File: config.mk
export PLATFORM = sky130hd
export DESIGN_NAME = one_wire_bus_master_flat
export DESIGN_NICKNAME = d
export VERILOG_FILES = /design/src/rtl/core/owbm_pkg.sv /design/src/rtl/core/owbm_if.sv /design/src/rtl/core/owbm_regs.sv /design/src/rtl/core/owbm_seq.sv /design/src/rtl/core/one_wire_bus_master.sv /design/src/flat_wrapper.sv
export SDC_FILE = /design/constraint.sdc
export NUM_CORES = 1
export LEC_CHECK = 0
export BUFFER_PORTS_ARGS = -buffer_cell sky130_fd_sc_hd__buf_4
export CORE_ASPECT_RATIO = 1.75
export CORE_MARGIN = 2
export CORE_UTILIZATION = 50
export CTS_BUF_LIST = sky130_fd_sc_hd__clkbuf_4
export DETAILED_ROUTE_END_ITERATION = 8
export PLACE_DENSITY_LB_ADDON = 0.15
export RECOVER_POWER = 50
export SLEW_MARGIN = 0
export SYNTH_ARGS = -nofsm -noshare
export SYNTH_HDL_FRONTEND = slang
export SYNTH_SLANG_ARGS = --single-unit
File: constraint.sdc
create_clock -name clk -period 9.06 [get_ports clk]
set_clock_uncertainty 0.2 [all_clocks]
set_input_delay 2.265 -clock clk [delete_from_list [all_inputs] [get_ports clk]]
set_output_delay 2.265 -clock clk [all_outputs]
set_load 0.02 [all_outputs]
File: src/rtl/core/owbm_pkg.sv
package owbm_pkg;

    // timer width of the slot and reset phase counter
    localparam int TIMER_BITS = 10;
    localparam int CFG_W      = 10;
    localparam int CFG_COUNT  = 8;
    localparam int ADDR_W     = 5;
    localparam int DATA_W     = 32;
    localparam int LEN_W      = (TIMER_BITS + 1 > CFG_W) ? TIMER_BITS + 1 : CFG_W;

    typedef logic [LEN_W-1:0] len_t;

    localparam len_t MAX_LEN      = LEN_W'(2 ** TIMER_BITS);
    localparam len_t PRESENCE_WAIT = LEN_W'(100);
    localparam len_t PULSE_MAX    = LEN_W'(240);
    localparam len_t RST_GUARD_LEN = LEN_W'(3);
    localparam len_t RST_REC_LEN  = LEN_W'(15);
    localparam len_t RST_WAIT_LEN = LEN_W'(3);
    localparam len_t WR_GUARD_LEN = LEN_W'(5);
    localparam len_t RD_GUARD_LEN = LEN_W'(3);

    // command codes
    localparam logic [1:0] OP_NONE  = 2'd0;
    localparam logic [1:0] OP_RESET = 2'd1;
    localparam logic [1:0] OP_WRITE = 2'd2;
    localparam logic [1:0] OP_READ  = 2'd3;

    // register indexes
    localparam logic [2:0] REG_RESET_LOW   = 3'd0;
    localparam logic [2:0] REG_W1_LOW      = 3'd1;
    localparam logic [2:0] REG_W1_HIGH     = 3'd2;
    localparam logic [2:0] REG_W0_LOW      = 3'd3;
    localparam logic [2:0] REG_W0_HIGH     = 3'd4;
    localparam logic [2:0] REG_RD_LOW      = 3'd5;
    localparam logic [2:0] REG_RD_SAMPLE   = 3'd6;
    localparam logic [2:0] REG_RD_TAIL     = 3'd7;

    typedef struct packed {
        logic [CFG_W-1:0] reset_low_time;
        logic [CFG_W-1:0] write_one_low_time;
        logic [CFG_W-1:0] write_one_high_time;
        logic [CFG_W-1:0] write_zero_low_time;
        logic [CFG_W-1:0] write_zero_high_time;
        logic [CFG_W-1:0] read_low_time;
        logic [CFG_W-1:0] read_sample_delay;
        logic [CFG_W-1:0] read_tail_time;
    } cfg_t;

    localparam cfg_t CFG_RESET = '{
        reset_low_time:       CFG_W'(600),
        write_one_low_time:   CFG_W'(5),
        write_one_high_time:  CFG_W'(70),
        write_zero_low_time:  CFG_W'(70),
        write_zero_high_time: CFG_W'(10),
        read_low_time:        CFG_W'(3),
        read_sample_delay:    CFG_W'(5),
        read_tail_time:       CFG_W'(60)
    };

    typedef struct packed {
        logic       drive_low;
        logic       busy_res;
        logic       done_res;
        logic [7:0] rx_byte;
        logic       presence_fail;
    } res_t;

endpackage

File: src/rtl/core/owbm_if.sv
interface owbm_in_if;
    logic       valid;
    logic       ready;
    logic [1:0] opcode;
    logic [7:0] tx_byte;
    logic       bus_level;

    modport source (output valid, output opcode, output tx_byte, output bus_level, input ready);
    modport sink (input valid, input opcode, input tx_byte, input bus_level, output ready);
endinterface

interface owbm_out_if;
    logic       valid;
    logic       ready;
    logic       drive_low;
    logic       busy_res;
    logic       done_res;
    logic [7:0] rx_byte;
    logic       presence_fail;

    modport source (output valid, output drive_low, output busy_res, output done_res,
                    output rx_byte, output presence_fail, input ready);
    modport sink (input valid, input drive_low, input busy_res, input done_res,
                  input rx_byte, input presence_fail, output ready);
endinterface

File: src/rtl/core/owbm_regs.sv
module owbm_regs (
    input  logic                          clk,
    input  logic                          rst_n,
    input  logic                          psel,
    input  logic                          penable,
    input  logic                          pwrite,
    input  logic [owbm_pkg::ADDR_W-1:0]   paddr,
    input  logic [owbm_pkg::DATA_W-1:0]   pwdata,
    output logic [owbm_pkg::DATA_W-1:0]   prdata,
    output owbm_pkg::cfg_t                cfg
);

    owbm_pkg::cfg_t             cfg_reg;
    owbm_pkg::cfg_t             cfg_next;
    logic [2:0]                 idx;
    logic [owbm_pkg::CFG_W-1:0] wval;
    logic [owbm_pkg::CFG_W-1:0] rval;
    logic                       wr_en;

    assign idx   = paddr[4:2];
    assign wval  = pwdata[owbm_pkg::CFG_W-1:0];
    assign wr_en = psel && penable && pwrite;

    always_comb
    begin
        cfg_next = cfg_reg;
        if (wr_en)
        begin
            case (idx)
                owbm_pkg::REG_RESET_LOW: cfg_next.reset_low_time       = wval;
                owbm_pkg::REG_W1_LOW:    cfg_next.write_one_low_time   = wval;
                owbm_pkg::REG_W1_HIGH:   cfg_next.write_one_high_time  = wval;
                owbm_pkg::REG_W0_LOW:    cfg_next.write_zero_low_time  = wval;
                owbm_pkg::REG_W0_HIGH:   cfg_next.write_zero_high_time = wval;
                owbm_pkg::REG_RD_LOW:    cfg_next.read_low_time        = wval;
                owbm_pkg::REG_RD_SAMPLE: cfg_next.read_sample_delay    = wval;
                default:                 cfg_next.read_tail_time       = wval;
            endcase
        end
    end

    always_comb
    begin
        case (idx)
            owbm_pkg::REG_RESET_LOW: rval = cfg_reg.reset_low_time;
            owbm_pkg::REG_W1_LOW:    rval = cfg_reg.write_one_low_time;
            owbm_pkg::REG_W1_HIGH:   rval = cfg_reg.write_one_high_time;
            owbm_pkg::REG_W0_LOW:    rval = cfg_reg.write_zero_low_time;
            owbm_pkg::REG_W0_HIGH:   rval = cfg_reg.write_zero_high_time;
            owbm_pkg::REG_RD_LOW:    rval = cfg_reg.read_low_time;
            owbm_pkg::REG_RD_SAMPLE: rval = cfg_reg.read_sample_delay;
            default:                 rval = cfg_reg.read_tail_time;
        endcase
    end

    assign prdata = owbm_pkg::DATA_W'(rval);
    assign cfg    = cfg_reg;

    always_ff @(posedge clk or negedge rst_n)
    begin
        if (!rst_n)
        begin
            cfg_reg <= owbm_pkg::CFG_RESET;
        end
        else
        begin
            cfg_reg <= cfg_next;
        end
    end

endmodule

File: src/rtl/core/owbm_seq.sv
module owbm_seq (
    input  logic           clk,
    input  logic           rst_n,
    input  logic           step,
    input  logic [1:0]     opcode,
    input  logic [7:0]     tx_byte,
    input  logic           bus_level,
    input  owbm_pkg::cfg_t cfg,
    output owbm_pkg::res_t res
);

    localparam logic [3:0] PH_IDLE     = 4'd0;
    localparam logic [3:0] PH_R_GUARD  = 4'd1;
    localparam logic [3:0] PH_R_LOW    = 4'd2;
    localparam logic [3:0] PH_R_REC    = 4'd3;
    localparam logic [3:0] PH_R_WAIT   = 4'd4;
    localparam logic [3:0] PH_R_DETECT = 4'd5;
    localparam logic [3:0] PH_R_PULSE  = 4'd6;
    localparam logic [3:0] PH_W_GUARD  = 4'd7;
    localparam logic [3:0] PH_W_LOW    = 4'd8;
    localparam logic [3:0] PH_W_HIGH   = 4'd9;
    localparam logic [3:0] PH_RD_GUARD = 4'd10;
    localparam logic [3:0] PH_RD_LOW   = 4'd11;
    localparam logic [3:0] PH_RD_WAIT  = 4'd12;
    localparam logic [3:0] PH_RD_TAIL  = 4'd13;

    logic [3:0]                      phase_reg, phase_next;
    logic [owbm_pkg::TIMER_BITS-1:0] tick_reg, tick_next;
    logic [2:0]                      bit_reg, bit_next;
    logic [7:0]                      shift_reg, shift_next;
    logic [7:0]                      rx_reg, rx_next;
    logic                            pres_reg, pres_next;

    owbm_pkg::len_t tc;
    owbm_pkg::len_t len;
    logic           drive;
    logic           busy;
    logic           done;

    // zero acts as one tick, long times saturate at the timer range
    function automatic owbm_pkg::len_t clamp_len(input logic [owbm_pkg::CFG_W-1:0] v);
        owbm_pkg::len_t ext;
        ext = owbm_pkg::LEN_W'(v);
        if (ext == '0)
            return owbm_pkg::LEN_W'(1);
        else if (ext > owbm_pkg::MAX_LEN)
            return owbm_pkg::MAX_LEN;
        else
            return ext;
    endfunction

    always_comb
    begin
        phase_next = phase_reg;
        tc         = owbm_pkg::LEN_W'(tick_reg);
        bit_next   = bit_reg;
        shift_next = shift_reg;
        rx_next    = rx_reg;
        pres_next  = pres_reg;
        drive      = 1'b0;
        busy       = 1'b0;
        done       = 1'b0;
        len        = owbm_pkg::LEN_W'(1);

        if (phase_reg == PH_IDLE && opcode != owbm_pkg::OP_NONE)
        begin
            tc       = '0;
            bit_next = 3'd0;
            case (opcode)
                owbm_pkg::OP_RESET: phase_next = PH_R_GUARD;
                owbm_pkg::OP_WRITE:
                begin
                    phase_next = PH_W_GUARD;
                    shift_next = tx_byte;
                end
                default:
                begin
                    phase_next = PH_RD_GUARD;
                    shift_next = 8'd0;
                end
            endcase
        end

        if (phase_next != PH_IDLE)
        begin
            busy = 1'b1;
            if (phase_next == PH_R_DETECT)
            begin
                if (!bus_level)
                begin
                    // first low sample counts as tick one of the pulse
                    phase_next = PH_R_PULSE;
                    tc         = owbm_pkg::LEN_W'(1);
                end
                else
                begin
                    tc = tc + owbm_pkg::LEN_W'(1);
                    if (tc >= owbm_pkg::PRESENCE_WAIT)
                    begin
                        pres_next  = 1'b1;
                        phase_next = PH_IDLE;
                        tc         = '0;
                        done       = 1'b1;
                    end
                end
            end
            else if (phase_next == PH_R_PULSE)
            begin
                if (bus_level)
                begin
                    pres_next  = 1'b0;
                    phase_next = PH_IDLE;
                    tc         = '0;
                    done       = 1'b1;
                end
                else
                begin
                    tc = tc + owbm_pkg::LEN_W'(1);
                    if (tc >= owbm_pkg::PULSE_MAX)
                    begin
                        pres_next  = 1'b1;
                        phase_next = PH_IDLE;
                        tc         = '0;
                        done       = 1'b1;
                    end
                end
            end
            else
            begin
                case (phase_next)
                    PH_R_GUARD:  len = owbm_pkg::RST_GUARD_LEN;
                    PH_R_LOW:    len = clamp_len(cfg.reset_low_time);
                    PH_R_REC:    len = owbm_pkg::RST_REC_LEN;
                    PH_R_WAIT:   len = owbm_pkg::RST_WAIT_LEN;
                    PH_W_GUARD:  len = owbm_pkg::WR_GUARD_LEN;
                    PH_W_LOW:    len = shift_next[0] ? clamp_len(cfg.write_one_low_time)
                                                     : clamp_len(cfg.write_zero_low_time);
                    PH_W_HIGH:   len = shift_next[0] ? clamp_len(cfg.write_one_high_time)
                                                     : clamp_len(cfg.write_zero_high_time);
                    PH_RD_GUARD: len = owbm_pkg::RD_GUARD_LEN;
                    PH_RD_LOW:   len = clamp_len(cfg.read_low_time);
                    PH_RD_WAIT:  len = clamp_len(cfg.read_sample_delay);
                    PH_RD_TAIL:  len = clamp_len(cfg.read_tail_time);
                    default:     len = owbm_pkg::LEN_W'(1);
                endcase

                drive = (phase_next == PH_R_LOW) || (phase_next == PH_W_LOW) ||
                        (phase_next == PH_RD_LOW);

                // sample on the first tail tick
                if (phase_next == PH_RD_TAIL && tc == '0)
                    shift_next = {bus_level, shift_next[7:1]};

                tc = tc + owbm_pkg::LEN_W'(1);
                if (tc >= len)
                begin
                    tc = '0;
                    case (phase_next)
                        PH_R_GUARD:  phase_next = PH_R_LOW;
                        PH_R_LOW:    phase_next = PH_R_REC;
                        PH_R_REC:    phase_next = PH_R_WAIT;
                        PH_R_WAIT:   phase_next = PH_R_DETECT;
                        PH_W_GUARD:  phase_next = PH_W_LOW;
                        PH_W_LOW:    phase_next = PH_W_HIGH;
                        PH_W_HIGH:
                        begin
                            shift_next = {1'b0, shift_next[7:1]};
                            if (bit_next == 3'd7)
                            begin
                                bit_next   = 3'd0;
                                phase_next = PH_IDLE;
                                done       = 1'b1;
                            end
                            else
                            begin
                                bit_next   = bit_next + 3'd1;
                                phase_next = PH_W_LOW;
                            end
                        end
                        PH_RD_GUARD: phase_next = PH_RD_LOW;
                        PH_RD_LOW:   phase_next = PH_RD_WAIT;
                        PH_RD_WAIT:  phase_next = PH_RD_TAIL;
                        PH_RD_TAIL:
                        begin
                            if (bit_next == 3'd7)
                            begin
                                bit_next   = 3'd0;
                                rx_next    = shift_next;
                                phase_next = PH_IDLE;
                                done       = 1'b1;
                            end
                            else
                            begin
                                bit_next   = bit_next + 3'd1;
                                phase_next = PH_RD_GUARD;
                            end
                        end
                        default:
                        begin
                            phase_next = PH_IDLE;
                            done       = 1'b1;
                        end
                    endcase
                end
            end
        end

        tick_next = tc[owbm_pkg::TIMER_BITS-1:0];
    end

    assign res.drive_low     = drive;
    assign res.busy_res      = busy;
    assign res.done_res      = done;
    assign res.rx_byte       = rx_next;
    assign res.presence_fail = pres_next;

    always_ff @(posedge clk or negedge rst_n)
    begin
        if (!rst_n)
        begin
            phase_reg <= PH_IDLE;
            tick_reg  <= '0;
            bit_reg   <= 3'd0;
            shift_reg <= 8'd0;
            rx_reg    <= 8'd0;
            pres_reg  <= 1'b0;
        end
        else if (step)
        begin
            phase_reg <= phase_next;
            tick_reg  <= tick_next;
            bit_reg   <= bit_next;
            shift_reg <= shift_next;
            rx_reg    <= rx_next;
            pres_reg  <= pres_next;
        end
    end

    a_idle_no_drive: assert property (@(posedge clk) disable iff (!rst_n)
        (step && phase_reg == PH_IDLE && opcode == owbm_pkg::OP_NONE) |-> (!drive && !busy))
        else $error("idle tick with no command drove the bus");

    a_done_to_idle: assert property (@(posedge clk) disable iff (!rst_n)
        (step && done) |=> (phase_reg == PH_IDLE))
        else $error("command finished but sequencer not idle");

    a_bit_zero_idle: assert property (@(posedge clk) disable iff (!rst_n)
        (phase_reg == PH_IDLE) |-> (bit_reg == 3'd0 && tick_reg == '0))
        else $error("idle with stale bit or tick count");

endmodule

File: src/rtl/core/one_wire_bus_master.sv
// Output: the result for a tick item sits in the output register in the cycle after it is accepted.
// Throughput: one item per cycle; a new item is taken whenever the output register is empty
// or being drained in the same cycle, so the sequencer step is the only work per item.
// Reset (rst_n low, asynchronous): sequencer idle, counters, shift and receive bytes cleared,
// presence status 0, timing registers at their defaults, output register empty.
module one_wire_bus_master (
    input  logic                         clk,
    input  logic                         rst_n,
    owbm_in_if.sink                      item_in,
    owbm_out_if.source                   result_out,
    input  logic                         psel,
    input  logic                         penable,
    input  logic                         pwrite,
    input  logic [owbm_pkg::ADDR_W-1:0]  paddr,
    input  logic [owbm_pkg::DATA_W-1:0]  pwdata,
    output logic [owbm_pkg::DATA_W-1:0]  prdata,
    output logic                         pready
);

    owbm_pkg::cfg_t cfg;
    owbm_pkg::res_t res;
    owbm_pkg::res_t res_reg;
    logic           out_valid_reg, out_valid_next;
    logic           in_ready;
    logic           step;

    assign pready = 1'b1;

    owbm_regs u_regs (
        .clk     (clk),
        .rst_n   (rst_n),
        .psel    (psel),
        .penable (penable),
        .pwrite  (pwrite),
        .paddr   (paddr),
        .pwdata  (pwdata),
        .prdata  (prdata),
        .cfg     (cfg)
    );

    assign in_ready      = !out_valid_reg || result_out.ready;
    assign item_in.ready = in_ready;
    assign step          = item_in.valid && in_ready;

    owbm_seq u_seq (
        .clk       (clk),
        .rst_n     (rst_n),
        .step      (step),
        .opcode    (item_in.opcode),
        .tx_byte   (item_in.tx_byte),
        .bus_level (item_in.bus_level),
        .cfg       (cfg),
        .res       (res)
    );

    always_comb
    begin
        out_valid_next = out_valid_reg;
        if (step)
            out_valid_next = 1'b1;
        else if (result_out.ready)
            out_valid_next = 1'b0;
    end

    always_ff @(posedge clk or negedge rst_n)
    begin
        if (!rst_n)
        begin
            out_valid_reg <= 1'b0;
        end
        else
        begin
            out_valid_reg <= out_valid_next;
        end
    end

    always_ff @(posedge clk)
    begin
        if (step)
            res_reg <= res;
    end

    assign result_out.valid         = out_valid_reg;
    assign result_out.drive_low     = res_reg.drive_low;
    assign result_out.busy_res      = res_reg.busy_res;
    assign result_out.done_res      = res_reg.done_res;
    assign result_out.rx_byte       = res_reg.rx_byte;
    assign result_out.presence_fail = res_reg.presence_fail;

    a_no_overwrite: assert property (@(posedge clk) disable iff (!rst_n)
        (out_valid_reg && !result_out.ready) |-> !item_in.ready)
        else $error("input taken while a result is stalled");

    a_done_busy: assert property (@(posedge clk) disable iff (!rst_n)
        (out_valid_reg && res_reg.done_res) |-> res_reg.busy_res)
        else $error("done without busy");

    a_drive_busy: assert property (@(posedge clk) disable iff (!rst_n)
        (out_valid_reg && res_reg.drive_low) |-> res_reg.busy_res)
        else $error("bus driven low while not busy");

endmodule
File: src/flat_wrapper.sv
// flat-port wrapper written by rule: the top's interface ports become plain ports
module one_wire_bus_master_flat 
  (clk, rst_n, psel, penable, pwrite, paddr, pwdata, prdata, pready, item_in_valid, item_in_opcode, item_in_tx_byte, item_in_bus_level, item_in_ready, result_out_valid, result_out_drive_low, result_out_busy_res, result_out_done_res, result_out_rx_byte, result_out_presence_fail, result_out_ready);
  owbm_in_if item_in_i ();
  owbm_out_if result_out_i ();
  input  logic clk;
  input  logic rst_n;
  input  logic psel;
  input  logic penable;
  input  logic pwrite;
  input  logic [owbm_pkg::ADDR_W-1:0] paddr;
  input  logic [owbm_pkg::DATA_W-1:0] pwdata;
  output logic [owbm_pkg::DATA_W-1:0] prdata;
  output logic pready;
  input wire logic [$bits(item_in_i.valid)-1:0] item_in_valid;
  input wire logic [$bits(item_in_i.opcode)-1:0] item_in_opcode;
  input wire logic [$bits(item_in_i.tx_byte)-1:0] item_in_tx_byte;
  input wire logic [$bits(item_in_i.bus_level)-1:0] item_in_bus_level;
  output wire logic [$bits(item_in_i.ready)-1:0] item_in_ready;
  output wire logic [$bits(result_out_i.valid)-1:0] result_out_valid;
  output wire logic [$bits(result_out_i.drive_low)-1:0] result_out_drive_low;
  output wire logic [$bits(result_out_i.busy_res)-1:0] result_out_busy_res;
  output wire logic [$bits(result_out_i.done_res)-1:0] result_out_done_res;
  output wire logic [$bits(result_out_i.rx_byte)-1:0] result_out_rx_byte;
  output wire logic [$bits(result_out_i.presence_fail)-1:0] result_out_presence_fail;
  input wire logic [$bits(result_out_i.ready)-1:0] result_out_ready;
  assign item_in_i.valid = item_in_valid;
  assign item_in_i.opcode = item_in_opcode;
  assign item_in_i.tx_byte = item_in_tx_byte;
  assign item_in_i.bus_level = item_in_bus_level;
  assign item_in_ready = item_in_i.ready;
  assign result_out_valid = result_out_i.valid;
  assign result_out_drive_low = result_out_i.drive_low;
  assign result_out_busy_res = result_out_i.busy_res;
  assign result_out_done_res = result_out_i.done_res;
  assign result_out_rx_byte = result_out_i.rx_byte;
  assign result_out_presence_fail = result_out_i.presence_fail;
  assign result_out_i.ready = result_out_ready;
  one_wire_bus_master u_core (.clk(clk), .rst_n(rst_n), .item_in(item_in_i), .result_out(result_out_i), .psel(psel), .penable(penable), .pwrite(pwrite), .paddr(paddr), .pwdata(pwdata), .prdata(prdata), .pready(pready));
endmodule
==> summary.md, run 1 <==
| Metric | Value |
|---|---|
| Run status | `complete, but fails checks` |
| Failing checks | `max-capacitance violations, max-slew violations` |
| Cell class contributing the biggest share of worst-path delay | `buffers and inverters` |
| Endpoint required time on the critical path | `6.60 ns` |
| TritonCTS Sinks | `127` |
| Element type at the critical path start | `input pin` |
| Minimum clock period | `7.45 ns` |
| Fill cell instance count of the final layout | `1431` |
| Met2 GRT Util | `52.4%` |
| Clock Tree Root | `sky130_fd_sc_hd__clkbuf_4` |
| Sequential Area | `0.00327 mm²` |
| TritonCTS clock tree | `built` |
| Placement Setup Slack | `1.55 ns` |
| Height of the die | `172 µm` |
| Final routed DRC violation total | `0` |
| DR vias/cell | `6.57` |
| Post-Syn Instances | `806` |
| WL/cell | `23.6 µm` |
| Total of endpoints with negative setup slack in the final report | `0` |
| Max Freq | `0.134 GHz` |
| Multiplexer area fraction after synthesis | `20.2%` |
| Number of enable-type register cells in the synthesized netlist | `12` |
| Overall global routing resource usage | `28.9%` |
| Synth Register Bits | `127` |
| Number of nets at the end of the flow | `918` |
| Std cell rows | `61` |
| Worst supply voltage drop on vdd | `136 µV` |
| Cell internal pwr | `0.00126 W` |
| Global-route layer with the greatest usage | `met2` |
| Share of the clock period used by the worst path | `82.3%` |
| Final standard cell area without fillers | `0.00882 mm²` |
| Portion of the post-synthesis area used by sequential elements | `40.3%` |
| PD cells | `255 mW/mm²` |
| TritonCTS buffer count | `17` |
| Most used flip-flop cell after synthesis | `sky130_fd_sc_hd__dfrtp_1` |
| Met3 Resource Use GR | `4.85%` |
| Class of the most critical setup path | `in -> out` |
| Endpoints failing hold | `0` |
| Proportion of layout cells with a drive suffix above 1 | `28.0%` |
| Clock transition at the registers of the reported paths | `0.11 ns` |
| Global-route wire length before repair | `37900 µm` |
| Remaining number of nets flagged by the antenna check after routing | `0` |
| Floorplan Core Area | `0.0159 mm²` |
| Kind of path behind the tightest hold check | `reg -> reg` |
| Power share of the combinational group | `42.9%` |
| Hold-fix buffers, CTS | `0` |
| Max Root-Sink Buffers | `2` |
| Post-CTS setup buffers | `0` |
| Post-cts gate resize count | `0` |
| Slew of the pin with the lowest slew margin | `3.31 ns` |
| Number of global-route vias before repair | `6801` |
| Commonest cells post-synth | `sky130_fd_sc_hd__mux2_2, sky130_fd_sc_hd__dfrtp_1, sky130_fd_sc_hd__nand2_1, sky130_fd_sc_hd__nor2_1, sky130_fd_sc_hd__a21oi_1` |
| Hpwl dp | `18100 µm` |
| P_leak | `3.84 nW` |
| Top-level I/O count | `102` |
| Iteration-0 DRC Markers | `511` |
| Part of the total power dissipated in the clock network | `18.5%` |
| Synthesized area divided by synthesized cell count | `10.1 µm²` |
| Maximum number of pins on one net before global-route repair | `64` |
| Yosys synthesis warning count | `0` |
| Total wirelength of the detailed-routed design | `24800 µm` |
| Clock insertion delay at the later pin of the skew report | `0.54 ns` |
| Fraction of synthesized cell area taken by the top area cell type | `28.7%` |
| Worst setup margin | `1.61 ns` |
| Max Cap Viol | `3` |
| Xor-xnor portion of the synthesized cell area | `0.973%` |
| Critical path buffer and inverter count | `2` |
| Chain of cells forming the critical path | `clkbuf_1 -> mux4_2 -> mux2_2 -> a21oi_1 -> o21ai_0 -> buf_4` |
| Level count of the clock H-tree | `4` |
| Max-slew headroom at the worst pin | `-121%` |
| Largest stage delay on the critical path | `1.24 ns` |
| Count leader, synth | `sky130_fd_sc_hd__mux2_2` |
| Area overhead of the layout relative to synthesis | `8.85%` |
| CP Max Fanout | `30` |
| Via count | `6876` |
| Fraction of registers with async set or reset after synthesis | `90.6%` |
| Starting utilization of the core area | `51.1%` |
| Number of iterations in the first detailed-routing pass | `6` |
| Final Max Tran Viols | `149` |
| Net switching power | `0.000995 W` |
| Die Outline Area | `0.0173 mm²` |
| Synthesized-area fraction occupied by adder cells | `2.93%` |
| Leading area contributor after synthesis | `sky130_fd_sc_hd__dfrtp_1` |
| Cell area after placement | `0.00854 mm²` |
| Area fraction in and, or, nand and nor cells after synthesis | `15.5%` |
| Power after layout | `0.00225 W` |
| X dimension of the die | `100 µm` |
| Setup repair after global routing missed its margin | `no` |
| Multi-input logic area | `0.00449 mm²` |
| Antenna violations before repair | `1` |
| Remaining global-route overflow | `0` |
| M1 GR Usage | `30.6%` |
| Mapped Area | `0.00811 mm²` |
| Master of the slowest instance on the critical path | `sky130_fd_sc_hd__clkbuf_1` |
| Netlist cell types | `72` |
| GP Congestion | `0.977` |
| Combinational family with the most area after synthesis | `multiplexers` |
| Critical path data arrival time | `4.99 ns` |
| Seq pwr share | `38.5%` |
| # port buffers | `54` |
| Critical Path End Type | `output port` |
| Net Sw Frac | `44.1%` |
| Final sum of negative setup slack | `0 ns` |
| Top cells by area, synth | `sky130_fd_sc_hd__dfrtp_1, sky130_fd_sc_hd__mux2_2, sky130_fd_sc_hd__dfstp_2, sky130_fd_sc_hd__edfxtp_1, sky130_fd_sc_hd__nand2_1` |
| Share of the synthesized area in compound gates (AO/OA/AOI/OAI) | `14.7%` |
| Flip-flop count of the largest register after layout | `80` |
==> power by group through the flow <==
stage	clock, W	combinational, W	sequential (W)
floorplan	0	0.000715	0.000785
global placement	0	0.000917	0.000864
detailed placement	0	0.000950	0.000870
CTS	0.000428	0.000954	0.000859
global route	0.000449	0.00105	0.000877
finish	0.000418	0.000968	0.000868
==> metrics by stage <==
stage / cells / hold WS (ns) / utilization, %
2_1_floorplan: 827 / 0.250 / -
3_3_place_gp: 1014 / 0.264 / 53.8
3_5_place_dp: 1014 / 0.280 / 53.8
4_1_cts: 1046 / 0.307 / 55.7
5_1_grt: 1047 / 0.333 / 55.6
6_report: 1047 / 0.307 / 55.6
==> area by class of cell <==
| cell class | count | area share [%] |
|---|---|---|
| multi-input cells | 616 | 50.9 |
| flip-flops and latches | 127 | 37.0 |
| repair buffers | 66 | 5.45 |
| well taps | 189 | 2.68 |
| clock inverters | 14 | 1.76 |
| clock buffers | 18 | 1.53 |
| inverters | 16 | 0.681 |
| diodes | 1 | 0.0284 |
==> worst register-to-register path: stages, from the launching register on <==
cell                       delay (ns)
sky130_fd_sc_hd__dfrtp_1         0.62
sky130_fd_sc_hd__nor3_1          0.19
sky130_fd_sc_hd__a21oi_1         0.70
sky130_fd_sc_hd__nand3_1         0.66
sky130_fd_sc_hd__o32ai_1         0.48
sky130_fd_sc_hd__a211oi_1        0.17
sky130_fd_sc_hd__ha_1            0.38
sky130_fd_sc_hd__and4_1          0.19
sky130_fd_sc_hd__o21ai_0         0.07
sky130_fd_sc_hd__o221ai_1        0.22
sky130_fd_sc_hd__a41o_1          0.26
sky130_fd_sc_hd__and3_1          0.16
sky130_fd_sc_hd__buf_4           0.20
sky130_fd_sc_hd__and2_1          0.54
sky130_fd_sc_hd__mux2_4          0.35
==> per-layer routing <==
| metal | up-vias | wire (µm) |
|---|---|---|
| met5 | - | 0 |
| met4 | 0 | 1660 |
| met3 | 112 | 1450 |
| met2 | 359 | 13200 |
| met1 | 3360 | 8430 |
| li1 | 3045 | - |
==> cells by family (layout without fill, tap and decap cells) <==
| group | count (synthesis) | in the layout |
|---|---|---|
| compound gates | 176 | 176 |
| xor+xnor | 9 | 9 |
| fa+ha+maj | 19 | 19 |
| buf+inv | 84 | 114 |
| flops | 127 | 127 |
| mux | 135 | 135 |
| other cells | 2 | 24 |
| simple gates | 254 | 254 |
==> placed cells by master, fill, tap and decap left out, types with 6 or more instances in the layout <==
master                     instances
sky130_fd_sc_hd__o21ai_0          37
sky130_fd_sc_hd__nor2_1           49
sky130_fd_sc_hd__a211oi_1         11
sky130_fd_sc_hd__nand3_1          21
sky130_fd_sc_hd__conb_1           23
sky130_fd_sc_hd__or4_1             9
sky130_fd_sc_hd__buf_4            61
sky130_fd_sc_hd__a22oi_1           9
sky130_fd_sc_hd__edfxtp_1         12
sky130_fd_sc_hd__and2_1            6
sky130_fd_sc_hd__mux4_2           10
sky130_fd_sc_hd__mux2_2           98
sky130_fd_sc_hd__nand2_1          90
sky130_fd_sc_hd__mux2i_1          20
sky130_fd_sc_hd__nor2b_1           9
sky130_fd_sc_hd__nor3_1           16
sky130_fd_sc_hd__dfstp_2          22
sky130_fd_sc_hd__clkbuf_4         19
sky130_fd_sc_hd__a21o_1            9
sky130_fd_sc_hd__mux2_4            7
sky130_fd_sc_hd__nor4_1           14
sky130_fd_sc_hd__ha_1             19
sky130_fd_sc_hd__and3_1           11
sky130_fd_sc_hd__a31oi_1          11
sky130_fd_sc_hd__a21oi_1          40
sky130_fd_sc_hd__inv_1            16
sky130_fd_sc_hd__dfrtp_1          93
==> final timing paths <==
path / from / end / slack, ns / cells past startpoint
worst min-delay path: u_core.u_seq.shift_reg[7] / u_core.u_seq.shift_reg[7] / 0.31 / 2
worst min register to register: u_core.u_seq.shift_reg[7] / u_core.u_seq.shift_reg[7] / 0.31 / 2
worst max register to register: u_core.u_seq.phase_reg[3] / u_core.u_seq.rx_reg[1] / 3.56 / 14
min in group asynchronous: rst_n / u_core.u_seq.tick_reg[2] / 2.45 / 1
worst max-delay path: paddr[2] / prdata[1] / 1.61 / 6
max in group asynchronous: rst_n / u_core.u_regs.cfg[16] / 1.98 / 2
Note: power is estimated with default switching activity, not from simulation.
==> run 2, diff against run 1 <==
==> constraint.sdc (replaced) <==
create_clock -name clk -period 7.63 [get_ports clk]
set_clock_uncertainty 0.2 [all_clocks]
set_input_delay 1.9075 -clock clk [delete_from_list [all_inputs] [get_ports clk]]
set_output_delay 1.9075 -clock clk [all_outputs]
set_load 0.02 [all_outputs]
==> run 2 against run 1 <==
Effect of this change: the flow still finishes with violations (max-capacitance violations, max-slew violations); routed wire length is 2.2% lower; sequential cell count stayed put; design area is 0.51% lower; global-route usage is 0.23 points lower; non-clock buffer count stayed put; register-to-register slack worse by 1.3 ns; sequential share of layout area is 0.19 points higher; clock power is 7.2% higher.
==> summary.md, run 2 (synthesized netlist as in run 1, its figures left out) <==
| Metric | Value |
|---|---|
| Top-level I/O count | `102` |
| Minimum clock period | `6.70 ns` |
| Share of the clock period used by the worst path | `87.9%` |
| PD cells | `299 mW/mm²` |
| Run status | `complete, but fails checks` |
| Clock insertion delay at the later pin of the skew report | `0.55 ns` |
| Proportion of layout cells with a drive suffix above 1 | `27.3%` |
| Std cell rows | `61` |
| Max Root-Sink Buffers | `2` |
| Endpoints failing hold | `0` |
| Most frequent cells in the layout | `sky130_fd_sc_hd__mux2_2, sky130_fd_sc_hd__dfrtp_1, sky130_fd_sc_hd__nand2_1` |
| Power after layout | `0.00262 W` |
| Master of the slowest instance on the critical path | `sky130_fd_sc_hd__clkbuf_1` |
| Setup repair after global routing missed its margin | `no` |
| Via count | `6778` |
| Clock Tree Root | `sky130_fd_sc_hd__clkbuf_4` |
| Slew of the pin with the lowest slew margin | `4.14 ns` |
| Max-slew headroom at the worst pin | `-176%` |
| GP Congestion | `0.979` |
| Hold-fix buffers, CTS | `0` |
| Clock transition at the registers of the reported paths | `0.12 ns` |
| Critical Path End Type | `output port` |
| TritonCTS buffer count | `17` |
| Total wirelength of the detailed-routed design | `24200 µm` |
| Maximum number of pins on one net before global-route repair | `76` |
| Starting utilization of the core area | `51.1%` |
| Chain of cells forming the critical path | `clkbuf_1 -> mux4_2 -> mux2_2 -> a21oi_1 -> o21ai_0 -> buf_4` |
| Area overhead of the layout relative to synthesis | `8.29%` |
| Worst-case hold slack | `0.314 ns` |
| Final sum of negative setup slack | `0 ns` |
| Total of endpoints with negative setup slack in the final report | `0` |
| Number of nets at the end of the flow | `918` |
| # port buffers | `54` |
| Element type at the critical path start | `input pin` |
| Most frequent standard cell in the layout excluding fill and tap cells | `sky130_fd_sc_hd__mux2_2` |
| CP Max Fanout | `30` |
| Worst supply voltage drop on vdd | `150 µV` |
| Iteration-0 DRC Markers | `476` |
| Die Outline Area | `0.0173 mm²` |
| Flip-flop count of the largest register after layout | `80` |
| Max Freq | `0.149 GHz` |
| DR vias/cell | `6.47` |
| Height of the die | `172 µm` |
| WL/cell | `23.1 µm` |
| Class of the most critical setup path | `in -> out` |
| Hpwl dp | `18000 µm` |
| Overall global routing resource usage | `28.7%` |
| Failing checks | `max-capacitance violations, max-slew violations` |
| P_leak | `3.80 nW` |
| Post-cts gate resize count | `0` |
| Number of global-route vias before repair | `6850` |
| Largest stage delay on the critical path | `1.21 ns` |
| Final routed DRC violation total | `0` |
| Remaining number of nets flagged by the antenna check after routing | `0` |
| Endpoint required time on the critical path | `5.52 ns` |
| Remaining global-route overflow | `0` |
| Final Max Tran Viols | `107` |
| Critical path data arrival time | `4.60 ns` |
| TritonCTS clock tree | `built` |
| Floorplan Core Area | `0.0159 mm²` |
| X dimension of the die | `100 µm` |
| Level count of the clock H-tree | `4` |
| Antenna violations before repair | `1` |
| Post-CTS setup buffers | `0` |
| Kind of path behind the tightest hold check | `reg -> reg` |
| Global-route wire length before repair | `37600 µm` |
| Number of iterations in the first detailed-routing pass | `7` |
| Max Cap Viol | `2` |
| TritonCTS Sinks | `127` |
==> run 2: cell count changes in the layout (fill, tap and decap cells not counted) <==
cell,before,now
sky130_fd_sc_hd__clkbuf_1,4,8
sky130_fd_sc_hd__clkinvlp_4,2,3
sky130_fd_sc_hd__mux2_2,98,97
sky130_fd_sc_hd__clkinv_2,0,1
sky130_fd_sc_hd__clkinv_1,1,2
sky130_fd_sc_hd__bufinv_16,2,1
sky130_fd_sc_hd__inv_4,2,1
sky130_fd_sc_hd__clkbuf_2,0,1
sky130_fd_sc_hd__buf_4,61,56
sky130_fd_sc_hd__clkbuf_4,19,18
sky130_fd_sc_hd__mux2_1,0,1
==> run 2: path summary, 6_finish.rpt <==
kind / start / end / slack [ns] / depth (start not counted)
max: paddr[2] / prdata[1] / 0.93 / 6
min: u_core.u_seq.shift_reg[3] / u_core.u_seq.shift_reg[3] / 0.31 / 2
max reg2reg: u_core.u_seq.phase_reg[1] / u_core.u_seq.rx_reg[6] / 2.29 / 15
min reg2reg: u_core.u_seq.shift_reg[3] / u_core.u_seq.shift_reg[3] / 0.31 / 2
max in group asynchronous: rst_n / u_core.u_regs.cfg[1] / 1.95 / 2
min in group asynchronous: rst_n / u_core.u_seq.tick_reg[2] / 2.60 / 1
==> run 2: power by group <==
part	switching [W]	internal, W	total [W]
clock network	0.000282	0.000165	0.000448
registers	0.000199	0.000830	0.00103
logic	0.000680	0.000463	0.00114
total	0.00116	0.00146	0.00262
==> run 2: per-stage QoR <==
step	util, %	instance area, µm²	cells	setup WS, ns
after detailed placement	53.8	8540	1014	0.615
after CTS	55.5	8810	1046	1.19
after global routing	55.3	8780	1047	0.678
after floorplan	-	8180	827	1.46
after global placement	53.8	8540	1014	0.729
final	55.3	8780	1047	0.927
==> run 2: area by class of cell <==
cell class	count	area, µm²
Tap cell	189	236
Clock inverter	15	135
Fill cell	1417	7100
Clock buffer	17	128
Timing Repair Buffer	66	463
Multi-Input combinational cell	616	4490
Inverter	16	60.1
Antenna cell	1	2.50
Sequential cell	127	3270
==> run 2: per-layer routing <==
metal	GRT usage (%)	vias up	routed length [µm]
met5	0	-	0
met1	30.8	3297	8450
met4	18.8	0	1690
met3	5.38	112	1280
li1	-	3044	-
met2	50.8	325	12800
==> run 2: critical path, delay by kind of cell <==
family / cells / cell delay [ns]
AO/OA/AOI/OAI: 2 / 0.24
buffers and inverters: 2 / 1.49
multiplexers: 2 / 0.94
